## src/sv/utf8c_pkg.sv

```systemverilog
// ----------------------------------------------------------------------------
// utf8c_pkg: shared types and constants of the UTF-8 codec
// Word layouts of the request channel and of the result burst that travels
// from the processing stage to the output serialiser.
// ----------------------------------------------------------------------------
`default_nettype none

package utf8c_pkg;

   // Operation codes carried in the func field.
   localparam logic FUNC_ENCODE = 1'b0;
   localparam logic FUNC_DECODE = 1'b1;

   // Largest code point that may be encoded.
   localparam logic [20:0] MAX_POINT = 21'h10FFFF;

   // Range limits of the one, two and three byte forms.
   localparam logic [20:0] LIMIT_ONE   = 21'h00007F;
   localparam logic [20:0] LIMIT_TWO   = 21'h0007FF;
   localparam logic [20:0] LIMIT_THREE = 21'h00FFFF;

   // Length prefixes of lead and continuation bytes.
   localparam logic [2:0] LEAD_TWO   = 3'b110;
   localparam logic [3:0] LEAD_THREE = 4'b1110;
   localparam logic [4:0] LEAD_FOUR  = 5'b11110;
   localparam logic [1:0] CONT_MARK  = 2'b10;

   // One request word as held in the input register.
   typedef struct packed {
      logic        func;
      logic [20:0] code_point;
      logic [7:0]  in_byte;
      logic        string_start;
      logic        string_end;
   } req_word_type;

   // All results caused by one request word.
   typedef struct packed {
      logic            has_result;
      logic [1:0]      count_m1;
      logic [3:0][7:0] bytes;
      logic [20:0]     point;
      logic            error;
   } burst_type;

endpackage

`default_nettype wire

```

## src/sv/utf8c_req_if.sv

```systemverilog
// ----------------------------------------------------------------------------
// utf8c_req_if: request channel of the UTF-8 codec
// Valid/ready channel carrying one code point or one string byte per word.
// ----------------------------------------------------------------------------
`default_nettype none

interface utf8c_req_if;
   logic        valid;
   logic        ready;
   logic        func;
   logic [20:0] code_point;
   logic [7:0]  in_byte;
   logic        string_start;
   logic        string_end;

   modport source (
      output valid, func, code_point, in_byte, string_start, string_end,
      input  ready
   );

   modport sink (
      input  valid, func, code_point, in_byte, string_start, string_end,
      output ready
   );
endinterface

`default_nettype wire

```

## src/sv/utf8c_rsp_if.sv

```systemverilog
// ----------------------------------------------------------------------------
// utf8c_rsp_if: result channel of the UTF-8 codec
// Valid/ready channel carrying one encoded byte or one decode result per word.
// ----------------------------------------------------------------------------
`default_nettype none

interface utf8c_rsp_if;
   logic        valid;
   logic        ready;
   logic [7:0]  out_byte;
   logic [20:0] decoded_point;
   logic        error;
   logic        last;

   modport source (
      output valid, out_byte, decoded_point, error, last,
      input  ready
   );

   modport sink (
      input  valid, out_byte, decoded_point, error, last,
      output ready
   );
endinterface

`default_nettype wire

```

## src/sv/utf8c_input_stage.sv

```systemverilog
// ----------------------------------------------------------------------------
// utf8c_input_stage: request input register
// Captures one request word and holds it until the processing stage takes it.
// ----------------------------------------------------------------------------
`default_nettype none

module utf8c_input_stage (
   input  wire logic              clock,
   input  wire logic              reset,
   utf8c_req_if.sink              req,
   input  wire logic              take,
   output logic                   word_valid,
   output utf8c_pkg::req_word_type word
);
   import utf8c_pkg::*;

   logic         valid_ff;
   logic         valid_in;
   req_word_type word_ff;
   logic         accept;

   // A new word may enter when the register is empty or is emptied now.
   assign req.ready = !valid_ff || take;
   assign accept    = req.valid && req.ready;

   always_comb begin
      valid_in = valid_ff;
      if (accept) begin
         valid_in = 1'b1;
      end else if (take) begin
         valid_in = 1'b0;
      end
   end

   always_ff @(posedge clock) begin
      if (reset) begin
         valid_ff <= 1'b0;
      end else begin
         valid_ff <= valid_in;
      end
   end

   // The payload register needs no reset.
   always_ff @(posedge clock) begin
      if (accept) begin
         word_ff.func         <= req.func;
         word_ff.code_point   <= req.code_point;
         word_ff.in_byte      <= req.in_byte;
         word_ff.string_start <= req.string_start;
         word_ff.string_end   <= req.string_end;
      end
   end

   assign word_valid = valid_ff;
   assign word       = word_ff;
endmodule

`default_nettype wire

```

## src/sv/utf8c_process.sv

```systemverilog
// ----------------------------------------------------------------------------
// utf8c_process: encode and decode logic with the decoder state
// Turns the held request word into a burst of results and advances the
// decoder state when the word is taken.
// ----------------------------------------------------------------------------
`default_nettype none

module utf8c_process (
   input  wire logic               clock,
   input  wire logic               reset,
   input  wire logic               take,
   input  wire utf8c_pkg::req_word_type word,
   output utf8c_pkg::burst_type    burst
);
   import utf8c_pkg::*;

   logic [1:0]  bytes_left_ff;
   logic [1:0]  bytes_left_in;
   logic [20:0] accumulator_ff;
   logic [20:0] accumulator_in;
   logic        char_done_ff;
   logic        char_done_in;

   burst_type   enc_burst;
   burst_type   dec_burst;

   // Encoder: split the code point into its one to four bytes, or flag a point above MAX_POINT as an error.
   always_comb begin
      logic [20:0] cp;
      cp = word.code_point;
      enc_burst            = '0;
      enc_burst.has_result = 1'b1;
      if (cp > MAX_POINT) begin
         enc_burst.error = 1'b1;
      end else if (cp <= LIMIT_ONE) begin
         enc_burst.count_m1 = 2'd0;
         enc_burst.bytes[0] = {1'b0, cp[6:0]};
      end else if (cp <= LIMIT_TWO) begin
         enc_burst.count_m1 = 2'd1;
         enc_burst.bytes[0] = {LEAD_TWO, cp[10:6]};
         enc_burst.bytes[1] = {CONT_MARK, cp[5:0]};
      end else if (cp <= LIMIT_THREE) begin
         enc_burst.count_m1 = 2'd2;
         enc_burst.bytes[0] = {LEAD_THREE, cp[15:12]};
         enc_burst.bytes[1] = {CONT_MARK, cp[11:6]};
         enc_burst.bytes[2] = {CONT_MARK, cp[5:0]};
      end else begin
         enc_burst.count_m1 = 2'd3;
         enc_burst.bytes[0] = {LEAD_FOUR, cp[20:18]};
         enc_burst.bytes[1] = {CONT_MARK, cp[17:12]};
         enc_burst.bytes[2] = {CONT_MARK, cp[11:6]};
         enc_burst.bytes[3] = {CONT_MARK, cp[5:0]};
      end
   end

   // Decoder: one string byte against the current character state.
   always_comb begin
      logic [7:0]  b;
      logic [20:0] acc_shift;
      logic [1:0]  left_dec;
      b         = word.in_byte;
      acc_shift = {accumulator_ff[14:0], b[5:0]};
      left_dec  = bytes_left_ff - 2'd1;

      bytes_left_in  = bytes_left_ff;
      accumulator_in = accumulator_ff;
      char_done_in   = char_done_ff;
      dec_burst      = '0;

      if (word.string_start) begin
         // Lead byte sets the sequence length.
         unique case (b) inside
            8'b0???_????: begin
               char_done_in         = 1'b1;
               bytes_left_in        = 2'd0;
               accumulator_in       = {13'd0, b};
               dec_burst.has_result = 1'b1;
               dec_burst.point      = {13'd0, b};
            end
            8'b110?_????, 8'b1110_????, 8'b1111_0???: begin
               if (b[5] == 1'b0) begin
                  bytes_left_in  = 2'd1;
                  accumulator_in = {16'd0, b[4:0]};
               end else if (b[4] == 1'b0) begin
                  bytes_left_in  = 2'd2;
                  accumulator_in = {17'd0, b[3:0]};
               end else begin
                  bytes_left_in  = 2'd3;
                  accumulator_in = {18'd0, b[2:0]};
               end
               char_done_in = 1'b0;
               // A multi-byte lead that also ends the string is short.
               if (word.string_end) begin
                  char_done_in         = 1'b1;
                  bytes_left_in        = 2'd0;
                  dec_burst.has_result = 1'b1;
                  dec_burst.error      = 1'b1;
               end
            end
            default: begin
               char_done_in         = 1'b1;
               bytes_left_in        = 2'd0;
               dec_burst.has_result = 1'b1;
               dec_burst.error      = 1'b1;
            end
         endcase
      end else if (!char_done_ff) begin
         if (b[7:6] != CONT_MARK) begin
            // Bad continuation byte.
            char_done_in         = 1'b1;
            bytes_left_in        = 2'd0;
            dec_burst.has_result = 1'b1;
            dec_burst.error      = 1'b1;
         end else begin
            accumulator_in = acc_shift;
            bytes_left_in  = left_dec;
            if (left_dec == 2'd0) begin
               char_done_in         = 1'b1;
               dec_burst.has_result = 1'b1;
               dec_burst.point      = acc_shift;
            end else if (word.string_end) begin
               char_done_in         = 1'b1;
               bytes_left_in        = 2'd0;
               dec_burst.has_result = 1'b1;
               dec_burst.error      = 1'b1;
            end
         end
      end
   end

   // Decoder state moves only on decode words that are taken.
   always_ff @(posedge clock) begin
      if (reset) begin
         bytes_left_ff  <= 2'd0;
         accumulator_ff <= 21'd0;
         char_done_ff   <= 1'b1;
      end else if (take && word.func == FUNC_DECODE) begin
         bytes_left_ff  <= bytes_left_in;
         accumulator_ff <= accumulator_in;
         char_done_ff   <= char_done_in;
      end
   end

   assign burst = (word.func == FUNC_ENCODE) ? enc_burst : dec_burst;
endmodule

`default_nettype wire

```

## src/sv/utf8c_output_stage.sv

```systemverilog
// ----------------------------------------------------------------------------
// utf8c_output_stage: result register and byte serialiser
// Holds one burst of results and hands them out one word per cycle while rsp.ready is high.
// ----------------------------------------------------------------------------
`default_nettype none

module utf8c_output_stage (
   input  wire logic            clock,
   input  wire logic            reset,
   input  wire logic            load,
   input  wire utf8c_pkg::burst_type burst,
   output logic                 can_load,
   utf8c_rsp_if.source          rsp
);
   import utf8c_pkg::*;

   logic            busy_ff;
   logic            busy_in;
   logic [1:0]      count_ff;
   logic [3:0][7:0] bytes_ff;
   logic [20:0]     point_ff;
   logic            error_ff;
   logic            emit;
   logic            final_word;

   assign emit       = busy_ff && rsp.ready;
   assign final_word = emit && (count_ff == 2'd0);
   assign can_load   = !busy_ff || final_word;

   always_comb begin
      busy_in = busy_ff;
      if (load) begin
         busy_in = 1'b1;
      end else if (final_word) begin
         busy_in = 1'b0;
      end
   end

   always_ff @(posedge clock) begin
      if (reset) begin
         busy_ff <= 1'b0;
      end else begin
         busy_ff <= busy_in;
      end
   end

   // Load a new burst, or shift the next byte to the front.
   always_ff @(posedge clock) begin
      if (load) begin
         count_ff <= burst.count_m1;
         bytes_ff <= burst.bytes;
         point_ff <= burst.point;
         error_ff <= burst.error;
      end else if (emit && count_ff != 2'd0) begin
         count_ff <= count_ff - 2'd1;
         bytes_ff <= {8'd0, bytes_ff[3:1]};
      end
   end

   assign rsp.valid         = busy_ff;
   assign rsp.out_byte      = bytes_ff[0];
   assign rsp.decoded_point = point_ff;
   assign rsp.error         = error_ff;
   assign rsp.last          = (count_ff == 2'd0);
endmodule

`default_nettype wire

```

## src/sv/utf8_codec.sv

```systemverilog
// ----------------------------------------------------------------------------
// utf8_codec: two-direction UTF-8 codec
// Encodes code points into UTF-8 bytes and decodes the first character of
// a byte string.
//
//   Channel   Direction   Word carries
//   req_chan  in          func, code_point, in_byte, string_start, string_end
//   rsp_chan  out         out_byte, decoded_point, error, last
//
// A decode word gives at most one result word; an encode word gives one to
// four result words, one per cycle while rsp_chan.ready stays high. An
// accepted word passes through the input register and the result register
// before its first result appears. Reset clears the handshake state, empties
// both registers and sets the decoder to no character in progress. A stall
// on the result channel holds the current word and, once both registers are
// full, drops req_chan.ready.
// ----------------------------------------------------------------------------
`default_nettype none

module utf8_codec (
   input  wire logic   clock,
   input  wire logic   reset,
   utf8c_req_if.sink   req_chan,
   utf8c_rsp_if.source rsp_chan
);
   import utf8c_pkg::*;

   logic         word_valid;
   req_word_type word;
   burst_type    burst;
   logic         can_load;
   logic         take;
   logic         load;

   // A word with no result leaves at once; others wait for the serialiser.
   assign take = word_valid && (!burst.has_result || can_load);
   assign load = take && burst.has_result;

   utf8c_input_stage u_input (
      .clock      (clock),
      .reset      (reset),
      .req        (req_chan),
      .take       (take),
      .word_valid (word_valid),
      .word       (word)
   );

   utf8c_process u_process (
      .clock (clock),
      .reset (reset),
      .take  (take),
      .word  (word),
      .burst (burst)
   );

   utf8c_output_stage u_output (
      .clock    (clock),
      .reset    (reset),
      .load     (load),
      .burst    (burst),
      .can_load (can_load),
      .rsp      (rsp_chan)
   );
endmodule

`default_nettype wire

```

## src/flat_wrapper.sv

```systemverilog
// flat-port wrapper written by rule: the top's interface ports become plain ports
module utf8_codec_flat import utf8c_pkg::*;
  (clock, reset, req_chan_valid, req_chan_func, req_chan_code_point, req_chan_in_byte, req_chan_string_start, req_chan_string_end, req_chan_ready, rsp_chan_valid, rsp_chan_out_byte, rsp_chan_decoded_point, rsp_chan_error, rsp_chan_last, rsp_chan_ready);
  utf8c_req_if req_chan_i ();
  utf8c_rsp_if rsp_chan_i ();
  input  wire logic clock;
  input  wire logic reset;
  input wire logic [$bits(req_chan_i.valid)-1:0] req_chan_valid;
  input wire logic [$bits(req_chan_i.func)-1:0] req_chan_func;
  input wire logic [$bits(req_chan_i.code_point)-1:0] req_chan_code_point;
  input wire logic [$bits(req_chan_i.in_byte)-1:0] req_chan_in_byte;
  input wire logic [$bits(req_chan_i.string_start)-1:0] req_chan_string_start;
  input wire logic [$bits(req_chan_i.string_end)-1:0] req_chan_string_end;
  output wire logic [$bits(req_chan_i.ready)-1:0] req_chan_ready;
  output wire logic [$bits(rsp_chan_i.valid)-1:0] rsp_chan_valid;
  output wire logic [$bits(rsp_chan_i.out_byte)-1:0] rsp_chan_out_byte;
  output wire logic [$bits(rsp_chan_i.decoded_point)-1:0] rsp_chan_decoded_point;
  output wire logic [$bits(rsp_chan_i.error)-1:0] rsp_chan_error;
  output wire logic [$bits(rsp_chan_i.last)-1:0] rsp_chan_last;
  input wire logic [$bits(rsp_chan_i.ready)-1:0] rsp_chan_ready;
  assign req_chan_i.valid = req_chan_valid;
  assign req_chan_i.func = req_chan_func;
  assign req_chan_i.code_point = req_chan_code_point;
  assign req_chan_i.in_byte = req_chan_in_byte;
  assign req_chan_i.string_start = req_chan_string_start;
  assign req_chan_i.string_end = req_chan_string_end;
  assign req_chan_ready = req_chan_i.ready;
  assign rsp_chan_valid = rsp_chan_i.valid;
  assign rsp_chan_out_byte = rsp_chan_i.out_byte;
  assign rsp_chan_decoded_point = rsp_chan_i.decoded_point;
  assign rsp_chan_error = rsp_chan_i.error;
  assign rsp_chan_last = rsp_chan_i.last;
  assign rsp_chan_i.ready = rsp_chan_ready;
  utf8_codec u_core (.clock(clock), .reset(reset), .req_chan(req_chan_i), .rsp_chan(rsp_chan_i));
endmodule
```

## config.mk

```make
export PLATFORM = sky130hd
export DESIGN_NAME = utf8_codec_flat
export DESIGN_NICKNAME = d
export VERILOG_FILES = /design/src/sv/utf8c_pkg.sv /design/src/sv/utf8c_req_if.sv /design/src/sv/utf8c_rsp_if.sv /design/src/sv/utf8c_input_stage.sv /design/src/sv/utf8c_process.sv /design/src/sv/utf8c_output_stage.sv /design/src/sv/utf8_codec.sv /design/src/flat_wrapper.sv
export SDC_FILE = /design/constraint.sdc
export NUM_CORES = 1
export LEC_CHECK = 0
export BUFFER_PORTS_ARGS = -buffer_cell sky130_fd_sc_hd__buf_2
export CELL_PAD_IN_SITES_DETAIL_PLACEMENT = 2
export CELL_PAD_IN_SITES_GLOBAL_PLACEMENT = 2
export CORE_MARGIN = 3
export CORE_UTILIZATION = 41
export DETAILED_ROUTE_END_ITERATION = 8
export PLACE_DENSITY = 0.87
export SLEW_MARGIN = 20
export SYNTH_ARGS = -nofsm -noshare
export SYNTH_HDL_FRONTEND = slang
export SYNTH_SLANG_ARGS = --single-unit
```

## constraint.sdc

```tcl
create_clock -name clock -period 5.7 [get_ports clock]
set_input_delay 0 -clock clock [delete_from_list [all_inputs] [get_ports clock]]
set_output_delay 0 -clock clock [all_outputs]
set_load 0.01 [all_outputs]
```

Word-level counts from Yosys, hierarchy flattened
Index checks and enable logic that the tools add are counted.
Widths: inputs -> output; s select.
{"block": "totals", "wordCells": 104, "output_inout_bits": 33, "in_bits": 36, "reg_bits": 108}
{"block": "classes", "eq_ne": 7, "muxes": 51, "n_addsub": 2, "bitwise_logic": 1, "reduce_logical": 22, "magnitude_cmp": 4}
{"operator": "$mux 22", "count": 3}
{"operator": "$mux 32", "count": 2}
{"operator": "$mux 57", "count": 1}
{"operator": "$mux 15", "count": 3}
{"operator": "$mux 21", "count": 2}
{"operator": "$mux 34", "count": 1}
{"operator": "$mux 16", "count": 2}
{"operator": "$pmux 15 s2", "count": 1}
{"operator": "$mux 2", "count": 12}
{"operator": "$mux 24", "count": 1}
{"operator": "$gt 21x21->1 const B", "count": 1}
{"operator": "$le 21x11->1 const B", "count": 1}
{"operator": "$le 21x16->1 const B", "count": 1}
{"operator": "$le 21x7->1 const B", "count": 1}
{"operator": "$mux 1", "count": 17}
{"operator": "$mux 8", "count": 2}
{"operator": "$reduce_bool 2->1", "count": 4}
{"operator": "$logic_and 1x1->1", "count": 7}
{"operator": "$mux 7", "count": 1}
{"operator": "$eq 5x5->1 const B", "count": 1}
{"operator": "$mux 5", "count": 1}
{"operator": "$eq 4x4->1 const B", "count": 1}
{"operator": "$logic_not 2->1", "count": 2}
{"operator": "$mux 4", "count": 1}
{"operator": "12 further kinds", "count": 18}

Depth between registers and ports, before layout
Gate-level depths: netlist (run 1).
{"block": "logic_depth", "ltp_word": 13, "mapped_depth": 9, "ltp_nobuf": 7}

By module
From an unflattened synthesis (run 1), not the netlist that was laid out.
{"block": "unflattened", "hier_cells": 381, "hier_area_um2": 4927.2}
{"module": "utf8c_output_stage", "cells_per_inst": 112, "area_each_um2": 2279.7, "instances": 1, "seq_area_each_um2": 1701.6}
{"module": "utf8c_process", "cells_per_inst": 229, "area_each_um2": 1612.8, "instances": 1, "seq_area_each_um2": 360.3}
{"module": "utf8c_input_stage", "cells_per_inst": 37, "area_each_um2": 1016.0, "instances": 1, "seq_area_each_um2": 980.9}
{"module": "utf8_codec", "cells_per_inst": 3, "area_each_um2": 18.8, "instances": 1, "seq_area_each_um2": 0.0}

Least setup slack after synthesis (run 1)
OpenSTA, ideal clock, no wires.
{"block": "synth_path", "path_kind": "register to register", "startpoint": "register u_core.u_output.count_ff[0]", "endpoint": "register u_core.u_output.bytes_ff[10] (netlist name), enable pin", "arrival_ps": 2879, "setup_ps": 462, "slack_ps": 2359, "path_buffers": 0, "period_less_slack_ps": 3341, "required_time_ps": 5238, "stages_incl_launch_ff": 4, "cell_sequence": "edfxtp_1 -> inv_1 -> ha_1 -> o21ai_0"}
{"block": "synth_via", "elab_chain_len": 7, "elab_cells_between_ends": 9, "cone_classes": "reduce/logical (9)"}
{"element": "start, declared", "line": "utf8c_output_stage.sv:19", "rtl": "logic [1:0] count_ff;"}
{"element": "start signal, assigned", "line": "utf8c_output_stage.sv:50", "rtl": "count_ff <= burst.count_m1;"}
{"element": "start signal, assigned", "line": "utf8c_output_stage.sv:55", "rtl": "count_ff <= count_ff - 2'd1;"}
{"element": "$logic_not 2->1"}
{"element": "named net rsp_chan_last", "line": "flat_wrapper.sv:19", "rtl": "output wire logic [$bits(rsp_chan_i.last)-1:0] rsp_chan_last;"}
{"element": "$logic_and 1x1->1", "line": "utf8c_output_stage.sv:27", "rtl": "assign final_word = emit && (count_ff == 2'd0);"}
{"element": "$logic_or 1x1->1", "line": "utf8c_output_stage.sv:28", "rtl": "assign can_load = !busy_ff || final_word;"}
{"element": "$logic_or 1x1->1", "line": "utf8_codec.sv:36", "rtl": "assign take = word_valid && (!burst.has_result || can_load);"}
{"element": "$logic_and 1x1->1", "line": "utf8_codec.sv:36"}
{"element": "$logic_and 1x1->1", "line": "utf8_codec.sv:37", "rtl": "assign load = take && burst.has_result;"}
{"element": "$reduce_bool 2->1 (no source line)"}
{"element": "end signal, assigned", "line": "utf8c_output_stage.sv:51", "rtl": "bytes_ff <= burst.bytes;"}
{"element": "end signal, assigned", "line": "utf8c_output_stage.sv:56", "rtl": "bytes_ff <= {8'd0, bytes_ff[3:1]};"}
{"element": "end, declared", "line": "utf8c_output_stage.sv:20", "rtl": "logic [3:0][7:0] bytes_ff;"}
The timed path passes the listed nets, and every way through them passes these cells.
A chain may end at the register's enable or synchronous reset.

Worst setup path in the final report (run 1)
{"block": "layout_path", "startpoint": "register u_core.u_input.word_ff, in the netlist u_core.u_input.word[8]", "endpoint": "register u_core.u_output.count_ff[1], data pin"}
{"block": "layout_via", "elab_chain_len": 10, "elab_cells_between_ends": 15, "cone_classes": "eq/ne (4); mux (6); reduce/logical (5)"}
{"element": "start, declared", "line": "utf8c_input_stage.sv:19", "rtl": "req_word_type word_ff;"}
{"element": "$eq 5x5->1 (no source line) (tied with other cells)"}
{"element": "$reduce_or 3->1 / $mux 1 (equally long branches)", "line": "utf8c_process.sv:72, utf8c_process.sv:108"}
{"element": "$mux 1, on equally long branches", "line": "utf8c_process.sv:72, utf8c_process.sv:107"}
{"element": "$mux 1 *", "line": "utf8c_process.sv:70", "rtl": "if (word.string_start) begin"}
{"element": "$mux 57 *", "line": "utf8c_process.sv:144", "rtl": "assign burst = (word.func == FUNC_ENCODE) ? enc_burst : dec_burst;"}
{"element": "$logic_not 1->1", "line": "utf8_codec.sv:36"}
{"element": "$logic_or 1x1->1", "line": "utf8_codec.sv:36"}
{"element": "$logic_and 1x1->1", "line": "utf8_codec.sv:36"}
{"element": "$logic_and 1x1->1 *", "line": "utf8_codec.sv:37"}
{"element": "named net u_core.load", "line": "utf8_codec.sv:33", "rtl": "logic load;"}
{"element": "$mux 2 *", "line": "utf8c_output_stage.sv:49", "rtl": "if (load) begin"}
Mark *: on every way through the listed nets, which the timed path passes. The rest lies on a longest branch.

==> results.toml, run 1 <==
[outcome]
run_status = "finished clean"

[yosys]
synth_area_per_cell_um2 = 12.56
post_synth_main_area_contributors = "edfxtp_1 (56%), dfxtp_1 (8.8%), and2_1 (3.7%), o21ai_0 (3.3%), a21oi_1 (3.2%)"
synth.mux.area_fraction = 0.02635
synth_edf_count = 85
post_synth_fa_ha_maj_area_fraction = 0.005490
ys_dominant_reg_cell = "edfxtp_1"
post_synth_instance_area_um2 = 4558
post-synth-top-area-cell = "edfxtp_1"
syn-instance-count = 363
post_synthesis_cell_type_count = 52
combinational_family_with_the_most_area_after_synthesis = "simple AND/OR/NAND/NOR gates"
yosysTopAreaCellShare = 0.5600
postSynthNetCount = 401
area_fraction_in_compound_gates_after_synthesis = 0.1386
synth_simple_gate_area_frac = 0.1425
yosys_register_bits = 105
portion_of_the_post_synthesis_area_used_by_sequential_elements = 0.6478
synth-warning-count = 0
async_sr_flop_fraction = 0
xor_xnor_share_of_the_synthesized_area = 0

[floorplan]
dieHeight_um = 111.4
effective_utilization_at_floorplan = 0.4318
die_w_um = 111.4
fp-row-count = 37
top_level_ports = 69
core_area_um2 = 10560
die_area_um2 = 12420

[clock_tree]
cts-htree-levels = 3
cts_inserted_buffers = 9
root_buffer = "clkbuf_8"
later_pin_clock_latency_in_the_skew_report_ns = 0.38
cts_tree = "done"
clk_path_buf_depth = 2
cts.reportedPaths.clkPinSlew_ns = 0.10
cts_sinks = 105
number_of_buffers_inserted_by_post_cts_setup_repair = 0

[detailed_routing]
detail_route.wl_per_cell_um = 22.83
final_routed_wirelength_across_all_metal_layers_mm = 13.56
drcViolationCount = 0
via_count = 3378
drtAntennaViolNets = 0
first_pass_detailed_route_iteration_total = 5
number_of_violations_reported_at_the_end_of_detailed_routing_iteration_0 = 248
routed_vias_inst = 5.687

[sta]
slew_headroom = 0.3778
fmax_mhz = 352.6
timing.final.max_slew_violations = 0
unrepaired_setup_endpoints_after_global_routing = "false"
timing_hold_violations_final = 0
clock_skew_ns = 0.01318
final_min_period_over_clock_period = 0.4975
max_slew.worst_pin.slew_ns = 0.9322
layout_setup_ws_ns = 2.864
summed_negative_setup_slack_over_all_endpoints_ns = 0
setup_viol = 0
layout_min_cycle_time_ns = 2.836

[power]
intPower_uw = 1115
clockPowerShare = 0.307
p_sw_frac = 0.2627
netSwitchingPower_uw = 397.2
worst_ir_drop_vdd_uv = 163.9
power_leakage_uw = 0.001989
p_seq_frac = 0.597
p_per_area_nw_per_um2 = 274.4
p_comb_frac = 0.096

[cells_and_area]
drive_above_1_share = 0.2210
area.growth.synth_to_final_pct = 20.86
nNetsFinal = 490

[setup_path]
crit_arrival_ns = 3.03
setup.worst_path.end_class = "flop"
crit_path_max_incr_delay_ns = 0.60
worstPathRequired_ns = 5.90
path_class = "flop to flop"
setup.reg_to_reg.worst_slack_ns = 2.86
crit_chain = "nand2b_2, o31ai_1, a31o_2, inv_1, o21ai_0"
critical-path-slowest-cell = "a31o_2"
crit_path_start_kind = "flop"
timing.critical_path.fanout_max = 24

[flow_run]
max_cap_violations = 0

[placed_design]
worst_slack_placed_ns = 2.885
port-buffer-count = 68
globalplace.congestion = 0.8356
hpwl_mm = 8.686

[grt]
grt_start_max_net_pins = 33
via_count_of_the_first_global_routing_pass = 3794
grtUsageTotal = 0.2222
initial_antenna_violation_count = 0
wire_length_of_the_first_global_routing_pass_mm = 21.46
global_route.overflow_total = 0

[hold_path]
hold_path.class = "input port to flop"
## metal layers
layer	share of wire	vias to the layer above	global-route usage	routed length, µm
li1	-	1537	-	-
met1	0.41	1689	0.2792	5567
met4	0.014	0	0.05515	193
met3	0.056	13	0.05543	765
met5	0	-	0	0
met2	0.52	139	0.3864	7037
## per-stage QoR
stage / area [µm²] / std cells / power, µW / util / hold WS [ns]
final: 5509 / 594 / 1512 / 0.5219 / 0.04738
after global placement: 4950 / 543 / 1029 / 0.4689 / 0.1767
after detailed placement: 4950 / 543 / 1041 / 0.4689 / 0.1788
after CTS: 5479 / 592 / 1518 / 0.5191 / 0.02725
after floorplan: 4558 / 363 / 985.8 / - / 0.09887
after global routing: 5507 / 593 / 1570 / 0.5217 / 0.04513
## power by group through the flow
stage          Sequential, µW  Combinational (µW)  Clock [µW]
2_1_floorplan             912                73.7           0
3_3_place_gp              915                 114           0
3_5_place_dp              919                 122           0
4_1_cts                   902                 141         475
5_1_grt                   907                 159         505
6_report                  903                 145         464
## cell usage after synthesis, types with 3 or more instances
cell / instances
a21oi_1: 29
a22o_1: 5
o21ai_0: 30
nand2b_1: 5
nor3_1: 6
buf_4: 10
buf_2: 5
and2_1: 27
o31ai_1: 3
nor2_1: 7
nand3b_1: 4
o21bai_1: 4
dfxtp_1: 20
clkbuf_1: 9
inv_1: 9
edfxtp_1: 85
mux2i_1: 12
nand4_1: 9
nand3_1: 14
and3_1: 4
nand2_1: 23
## layout by cell type, fill, tap and decap left out, drive strengths merged, types with 10 or more instances in the layout
cell type,count
buf,70
dlygate4sd3,33
a21oi,30
nand2,23
clkbuf,10
nand3,14
inv,12
mux2i,12
edfxtp,85
and2,27
dfxtp,20
o21ai,30
## flip-flops by register name (all words and copies together) (netlist names)
register	cells
u_core.u_output.rsp.error	1
u_core.u_input.word	32
u_core.u_process.char_done_ff	1
u_core.u_output.rsp.decoded_point	21
u_core.u_process.bytes_left_ff	2
u_core.u_input.word_valid	1
u_core.u_output.rsp.valid	1
u_core.u_output.bytes_ff	21
u_core.u_process.accumulator_ff	15
u_core.u_output.rsp.out_byte	8
u_core.u_output.count_ff	2
## what timing repair did
| item | CTS | global route |
|---|---|---|
| hold buffers | 33 | 0 |
| resized for setup | 0 | 0 |
| endpoints found under the hold margin | 33 | 0 |
## worst paths after layout
| path | from | to | depth (start not counted) |
|---|---|---|---|
| setup reg to reg | u_core.u_input.word[8] | u_core.u_output.count_ff[1] | 5 |
| hold / removal | reset | u_core.u_process.bytes_left_ff[0] | 2 |
| hold reg to reg | u_core.u_process.accumulator_ff[1] | u_core.u_process.accumulator_ff[7] | 2 |
| setup / recovery | u_core.u_input.word[8] | u_core.u_output.count_ff[1] | 5 |
## layout make-up
cell class | count | area (µm²)
Timing Repair Buffer | 103 | 705.7
Sequential cell | 105 | 2953
Antenna cell | 1 | 2.502
Clock buffer | 10 | 137.6
Tap cell | 136 | 170.2
Clock inverter | 6 | 61.31
Fill cell | 1022 | 5046
Multi-Input combinational cell | 224 | 1445
Inverter | 9 | 33.78
## cells by family after synthesis
group | Yosys count
muxes | 12
and+or+nand+nor | 112
adders and majority gates | 2
buffers and inverters | 34
DFF | 105
AOI/OAI and AO/OA | 98
## critical path: cells and delay by family, from the launching register on
| family | cells | cell delay [ns] |
|---|---|---|
| flip-flops | 1 | 0.46 |
| AO/OA/AOI/OAI | 3 | 1.33 |
| AND/OR/NAND/NOR | 1 | 0.27 |
| buffers and inverters | 1 | 0.59 |
No activity file was read; power rests on OpenSTA's default activity.
==> inputs of run 2 (changes only) <==
CORE_UTILIZATION = 38   (was 41)
PLACE_DENSITY = 0.82   (was 0.87)
clock period = 2.7 ns   (was 5.7 ns; I/O delays follow)
==> results.toml, run 2 (same netlist as run 1, synthesis figures left out) <==
[setup_path]
crit_arrival_ns = 2.70
critical_path.n_buffers_inverters = 1
setup_crit_end = "u_core.u_process.accumulator_ff[4]"
timing.critical_path.fanout_max = 16
critical-path-slowest-cell = "and3b_1"
crit_path_start_kind = "flop"
critical_path.reg2reg.startpoint = "u_core.u_output.count_ff[0]"
setup.worst_path.end_class = "flop"
setup.reg_to_reg.worst_slack_ns = 0.25
crit_path_max_incr_delay_ns = 0.63
worstPathRequired_ns = 2.95
path_class = "flop to flop"
r2r.worst_path.cells = 7
worstSetupStartpoint = "u_core.u_output.count_ff[0]"
critPathTopFamily = "compound AO/OA/AOI/OAI gates"
regToRegEndpoint = "u_core.u_process.accumulator_ff[4]"
timing.critical_path.depth = 7
crit_chain = "inv_1, ha_1, a21boi_2, o211ai_1, and3b_1, a21boi_0, o21ba_2"

[sta]
layout_min_cycle_time_ns = 2.451
final_min_period_over_clock_period = 0.9078
timing_hold_violations_final = 0
slew_headroom = 0.4688
timing.final.max_slew_violations = 0
max_slew.worst_pin.slew_ns = 0.7897
clock_skew_ns = 0.008170
unrepaired_setup_endpoints_after_global_routing = "false"
fmax_mhz = 408.0
final.hold.worst_slack_ns = 0.03338
summed_negative_setup_slack_over_all_endpoints_ns = 0
setup_viol = 0

[power]
worst_ir_drop_vdd_uv = 344.9
p_per_area_nw_per_um2 = 621.6
power_leakage_uw = 0.002048

[cells_and_area]
nNetsFinal = 495
stdcell_count = 605
area.growth.synth_to_final_pct = 23.55
drive_above_1_share = 0.2294
mostFrequentLayoutCell = "edfxtp_1"
largest_register_ffs = 32
layout.cells.most_common_list = "edfxtp_1 (85), buf_2 (68), dlygate4sd3_1 (33), o21ai_0 (29), a21oi_1 (29)"
num_antenna_cells = 0

[floorplan]
fp-row-count = 39
die_w_um = 115.5
core_area_um2 = 11560
dieHeight_um = 115.5
effective_utilization_at_floorplan = 0.3941
top_level_ports = 69
die_area_um2 = 13340

[detailed_routing]
drcViolationCount = 0
detail_route.wl_per_cell_um = 22.11
routed_vias_inst = 5.650
via_count = 3418
first_pass_detailed_route_iteration_total = 4
number_of_violations_reported_at_the_end_of_detailed_routing_iteration_0 = 246
drtAntennaViolNets = 0
final_routed_wirelength_across_all_metal_layers_mm = 13.38

[placed_design]
dp.cells = 556
port-buffer-count = 68
hpwl_mm = 9.136
globalplace.congestion = 0.8586

[grt]
via_count_of_the_first_global_routing_pass = 3730
grtUsageTotal = 0.2105
wire_length_of_the_first_global_routing_pass_mm = 20.89
global_route.overflow_total = 0
initial_antenna_violation_count = 0
grt_start_max_net_pins = 32

[flow_run]
max_cap_violations = 0

[clock_tree]
root_buffer = "clkbuf_16"
later_pin_clock_latency_in_the_skew_report_ns = 0.36
cts_inserted_buffers = 9
clk_path_buf_depth = 2
cts_sinks = 105
cts_tree = "done"
cts_resized = 0
cts.reportedPaths.clkPinSlew_ns = 0.07
cts-htree-levels = 3

[outcome]
run_status = "finished clean"

[hold_path]
hold_path.class = "input port to flop"
-- run 2: changes by cell type in the layout (fill, tap and decap cells not counted), sizes merged --
cell	previous run	this run
inv	12	14
buf	70	75
clkinvlp	0	1
clkinv	3	0
diode	1	0
-- run 2: worst reg2reg max path, delay by kind of cell, from the launching register on --
kind | cells | cell delay [ns]
adder cells (fa/ha/maj) | 1 | 0.35
AO/OA/AOI/OAI | 4 | 0.88
AND/OR/NAND/NOR | 1 | 0.63
flip-flops | 1 | 0.39
buffers and inverters | 1 | 0.09
-- run 2: cell type report --
class / instances / area (µm²)
Clock buffer: 10 / 239.0
Clock inverter: 6 / 46.29
Fill cell: 1130 / 5933
Inverter: 9 / 33.78
Multi-Input combinational cell: 224 / 1445
Sequential cell: 105 / 2953
Tap cell: 143 / 178.9
Timing Repair Buffer: 108 / 735.7
-- run 2: per-stage QoR --
stage | area, µm² | power, µW | worst slack, ns | util
after floorplan | 4568 | 2080 | 0.1827 | -
after global placement | 5016 | 2181 | 0.4431 | 0.4337
after detailed placement | 5016 | 2211 | 0.3262 | 0.4337
after CTS | 5632 | 3527 | 0.2622 | 0.4870
after global routing | 5632 | 3622 | 0.1173 | 0.4870
final | 5632 | 3500 | 0.2490 | 0.4870
-- run 2: how the worst min path moves through the flow --
| stage | from | end | slack (ns) | cells past startpoint |
|---|---|---|---|---|
| 3_5_place_dp | req_chan_code_point[20] | u_core.u_input.word[30] | 0.18 | 1 |
| 2_1_floorplan | req_chan_string_end | u_core.u_input.word[0] | 0.1 | 0 |
| 4_1_cts | rsp_chan_ready | u_core.u_output.rsp.valid | 0.03 | 3 |
| 6_report | rsp_chan_ready | u_core.u_output.rsp.valid | 0.03 | 3 |
| 5_1_grt | rsp_chan_ready | u_core.u_output.rsp.valid | 0.06 | 3 |
| 3_3_place_gp | req_chan_code_point[2] | u_core.u_input.word[12] | 0.18 | 1 |
-- run 2: per-layer routing --
| metal | vias up | GRT usage | share of wire |
|---|---|---|---|
| li1 | 1554 | - | - |
| met1 | 1745 | 0.2613 | 0.42 |
| met2 | 97 | 0.3688 | 0.51 |
| met3 | 22 | 0.03969 | 0.048 |
| met4 | 0 | 0.07199 | 0.021 |
| met5 | - | 0 | 0 |
-- run 2: repair_timing --
action | 4_1_cts | 5_1_grt
setup buffers | 0 | 0
setup endpoints to repair | 0 | 0
hold endpoints to repair | 33 | 0
hold buffers | 33 | 0
-- run 2: power breakdown --
group	internal, µW	total (µW)	switching, µW
Sequential	1840	1910	65.6
Combinational	128	305	176
Clock	663	1290	625
Total	2630	3500	867
==> inputs of run 3 (changes only) <==
ABC_AREA = 0   (was not set)
CORE_ASPECT_RATIO = 1.2   (was not set)
SKIP_CTS_REPAIR_TIMING = 1   (was not set)
==> results.toml, run 3 (same netlist as run 1, synthesis figures left out) <==
[clock_tree]
cts_tree = "done"
cts_sinks = 105
cts_inserted_buffers = 9
cts-htree-levels = 3
cts.reportedPaths.clkPinSlew_ns = 0.07
root_buffer = "clkbuf_16"
later_pin_clock_latency_in_the_skew_report_ns = 0.35
clk_path_buf_depth = 2

[detailed_routing]
final_routed_wirelength_across_all_metal_layers_mm = 12.57
drtAntennaViolNets = 0
drcViolationCount = 0
number_of_violations_reported_at_the_end_of_detailed_routing_iteration_0 = 237
routed_vias_inst = 5.340
via_count = 3311
detail_route.wl_per_cell_um = 20.27
first_pass_detailed_route_iteration_total = 4

[power]
netSwitchingPower_uw = 840.1
clockPowerShare = 0.377
power_leakage_uw = 0.002059
intPower_uw = 2699
p_comb_frac = 0.085
p_sw_frac = 0.2374
power_uw = 3539
p_per_area_nw_per_um2 = 625.4
worst_ir_drop_vdd_uv = 302.9
p_seq_frac = 0.538

[sta]
fmax_mhz = 416.9
timing_hold_violations_final = 0
clock_skew_ns = 0.006557
slew_headroom = 0.5355
setup_viol = 0
summed_negative_setup_slack_over_all_endpoints_ns = 0
timing.final.max_slew_violations = 0
unrepaired_setup_endpoints_after_global_routing = "false"
max_slew.worst_pin.slew_ns = 0.6967
layout_min_cycle_time_ns = 2.399
final_min_period_over_clock_period = 0.8884

[cells_and_area]
largest_register_ffs = 32
layout.cells.most_common_list = "edfxtp_1 (85), buf_2 (68), dlygate4sd3_1 (33), o21ai_0 (29), a21oi_1 (29)"
stdcell_count = 620
num_antenna_cells = 0
drive_above_1_share = 0.2311
post-route-util = 0.4869
mostFrequentLayoutCell = "edfxtp_1"
register_area_um2 = 2953
nFillCells = 1178
area.growth.synth_to_final_pct = 24.13
design_area_um2 = 5658
multiInputGateArea_um2 = 1445
nNetsFinal = 496

[floorplan]
top_level_ports = 69
effective_utilization_at_floorplan = 0.3922
core_area_um2 = 11620
die_area_um2 = 13350
dieHeight_um = 126.0
die_w_um = 106.0
fp-row-count = 43

[placed_design]
globalplace.congestion = 0.8255
postPlaceCellArea_um2 = 5029
dp.cells = 571
port-buffer-count = 68
hpwl_mm = 8.628

[setup_path]
critPathTopFamily = "compound AO/OA/AOI/OAI gates"
crit_arrival_ns = 2.65
timing.critical_path.fanout_max = 16
worstPathRequired_ns = 2.95
critical-path-slowest-cell = "and3b_1"
path_class = "flop to flop"
crit_path_start_kind = "flop"
crit_chain = "inv_1, ha_1, a21boi_2, o211ai_1, and3b_1, a21boi_0, o21ba_2"
setup.worst_path.end_class = "flop"
critical_path.n_buffers_inverters = 1
crit_path_max_incr_delay_ns = 0.67

[grt]
via_count_of_the_first_global_routing_pass = 3440
global_route.overflow_total = 0
wire_length_of_the_first_global_routing_pass_mm = 19.24
initial_antenna_violation_count = 0
grtUsageTotal = 0.1885
grt_start_max_net_pins = 33

[flow_run]
max_cap_violations = 0

[hold_path]
hold_path.class = "input port to flop"

[outcome]
run_status = "finished clean"
[run 3: changes by cell type in the layout (fill, tap and decap cells not counted), sizes merged]
cell	before	now
clkinvlp	1	0
clkbuf	10	9
buf	75	76
clkinv	0	1
bufinv	0	1
[run 3: metal layers]
layer	wire length [µm]	vias to the layer above	global-route usage
met4	244	0	0.06326
met5	0	-	0
met1	5322	1659	0.2450
met3	492	20	0.02973
met2	6511	78	0.3221
li1	-	1554	-
[run 3: layout make-up]
type	count	area share
clock buffers	9	0.03981
clock inverters	7	0.01305
inverters	9	0.005971
multi-input cells	224	0.2554
flip-flops and latches	105	0.5219
well taps	157	0.03472
repair buffers	109	0.1291
[run 3: final timing paths]
path	depth (start not counted)	endpoint	startpoint	slack [ns]
max	7	u_core.u_process.accumulator_ff[4]	u_core.u_output.count_ff[0]	0.30
min	2	u_core.u_process.bytes_left_ff[0]	reset	0.07
max reg2reg	7	u_core.u_process.accumulator_ff[4]	u_core.u_output.count_ff[0]	0.30
min reg2reg	2	u_core.u_process.accumulator_ff[11]	u_core.u_process.accumulator_ff[11]	0.49
[run 3: through the flow]
step / setup WS (ns) / hold WS (ns)
after floorplan: 0.1827 / 0.09887
after global placement: 0.5126 / 0.1760
after detailed placement: 0.3713 / 0.1787
after CTS: 0.3160 / -0.1869
after global routing: 0.1421 / 0.09169
final: 0.3013 / 0.06971
[run 3: worst reg2reg max path: cells and delay by family (launching register included)]
| family | cells | cell delay [ns] |
|---|---|---|
| buffers and inverters | 1 | 0.08 |
| and+or+nand+nor | 1 | 0.67 |
| adders and majority gates | 1 | 0.27 |
| AOI/OAI and AO/OA | 4 | 0.89 |
| DFF | 1 | 0.40 |
[run 3: power by group through the flow]
stage          sequential (µW)  clock [µW]  combinational (µW)
4_1_cts                   1900        1360                 267
5_1_grt                   1910        1420                 334
6_report                  1900        1330                 302
3_5_place_dp              1940           0                 263
2_1_floorplan             1920           0                 158
3_3_place_gp              1930           0                 247
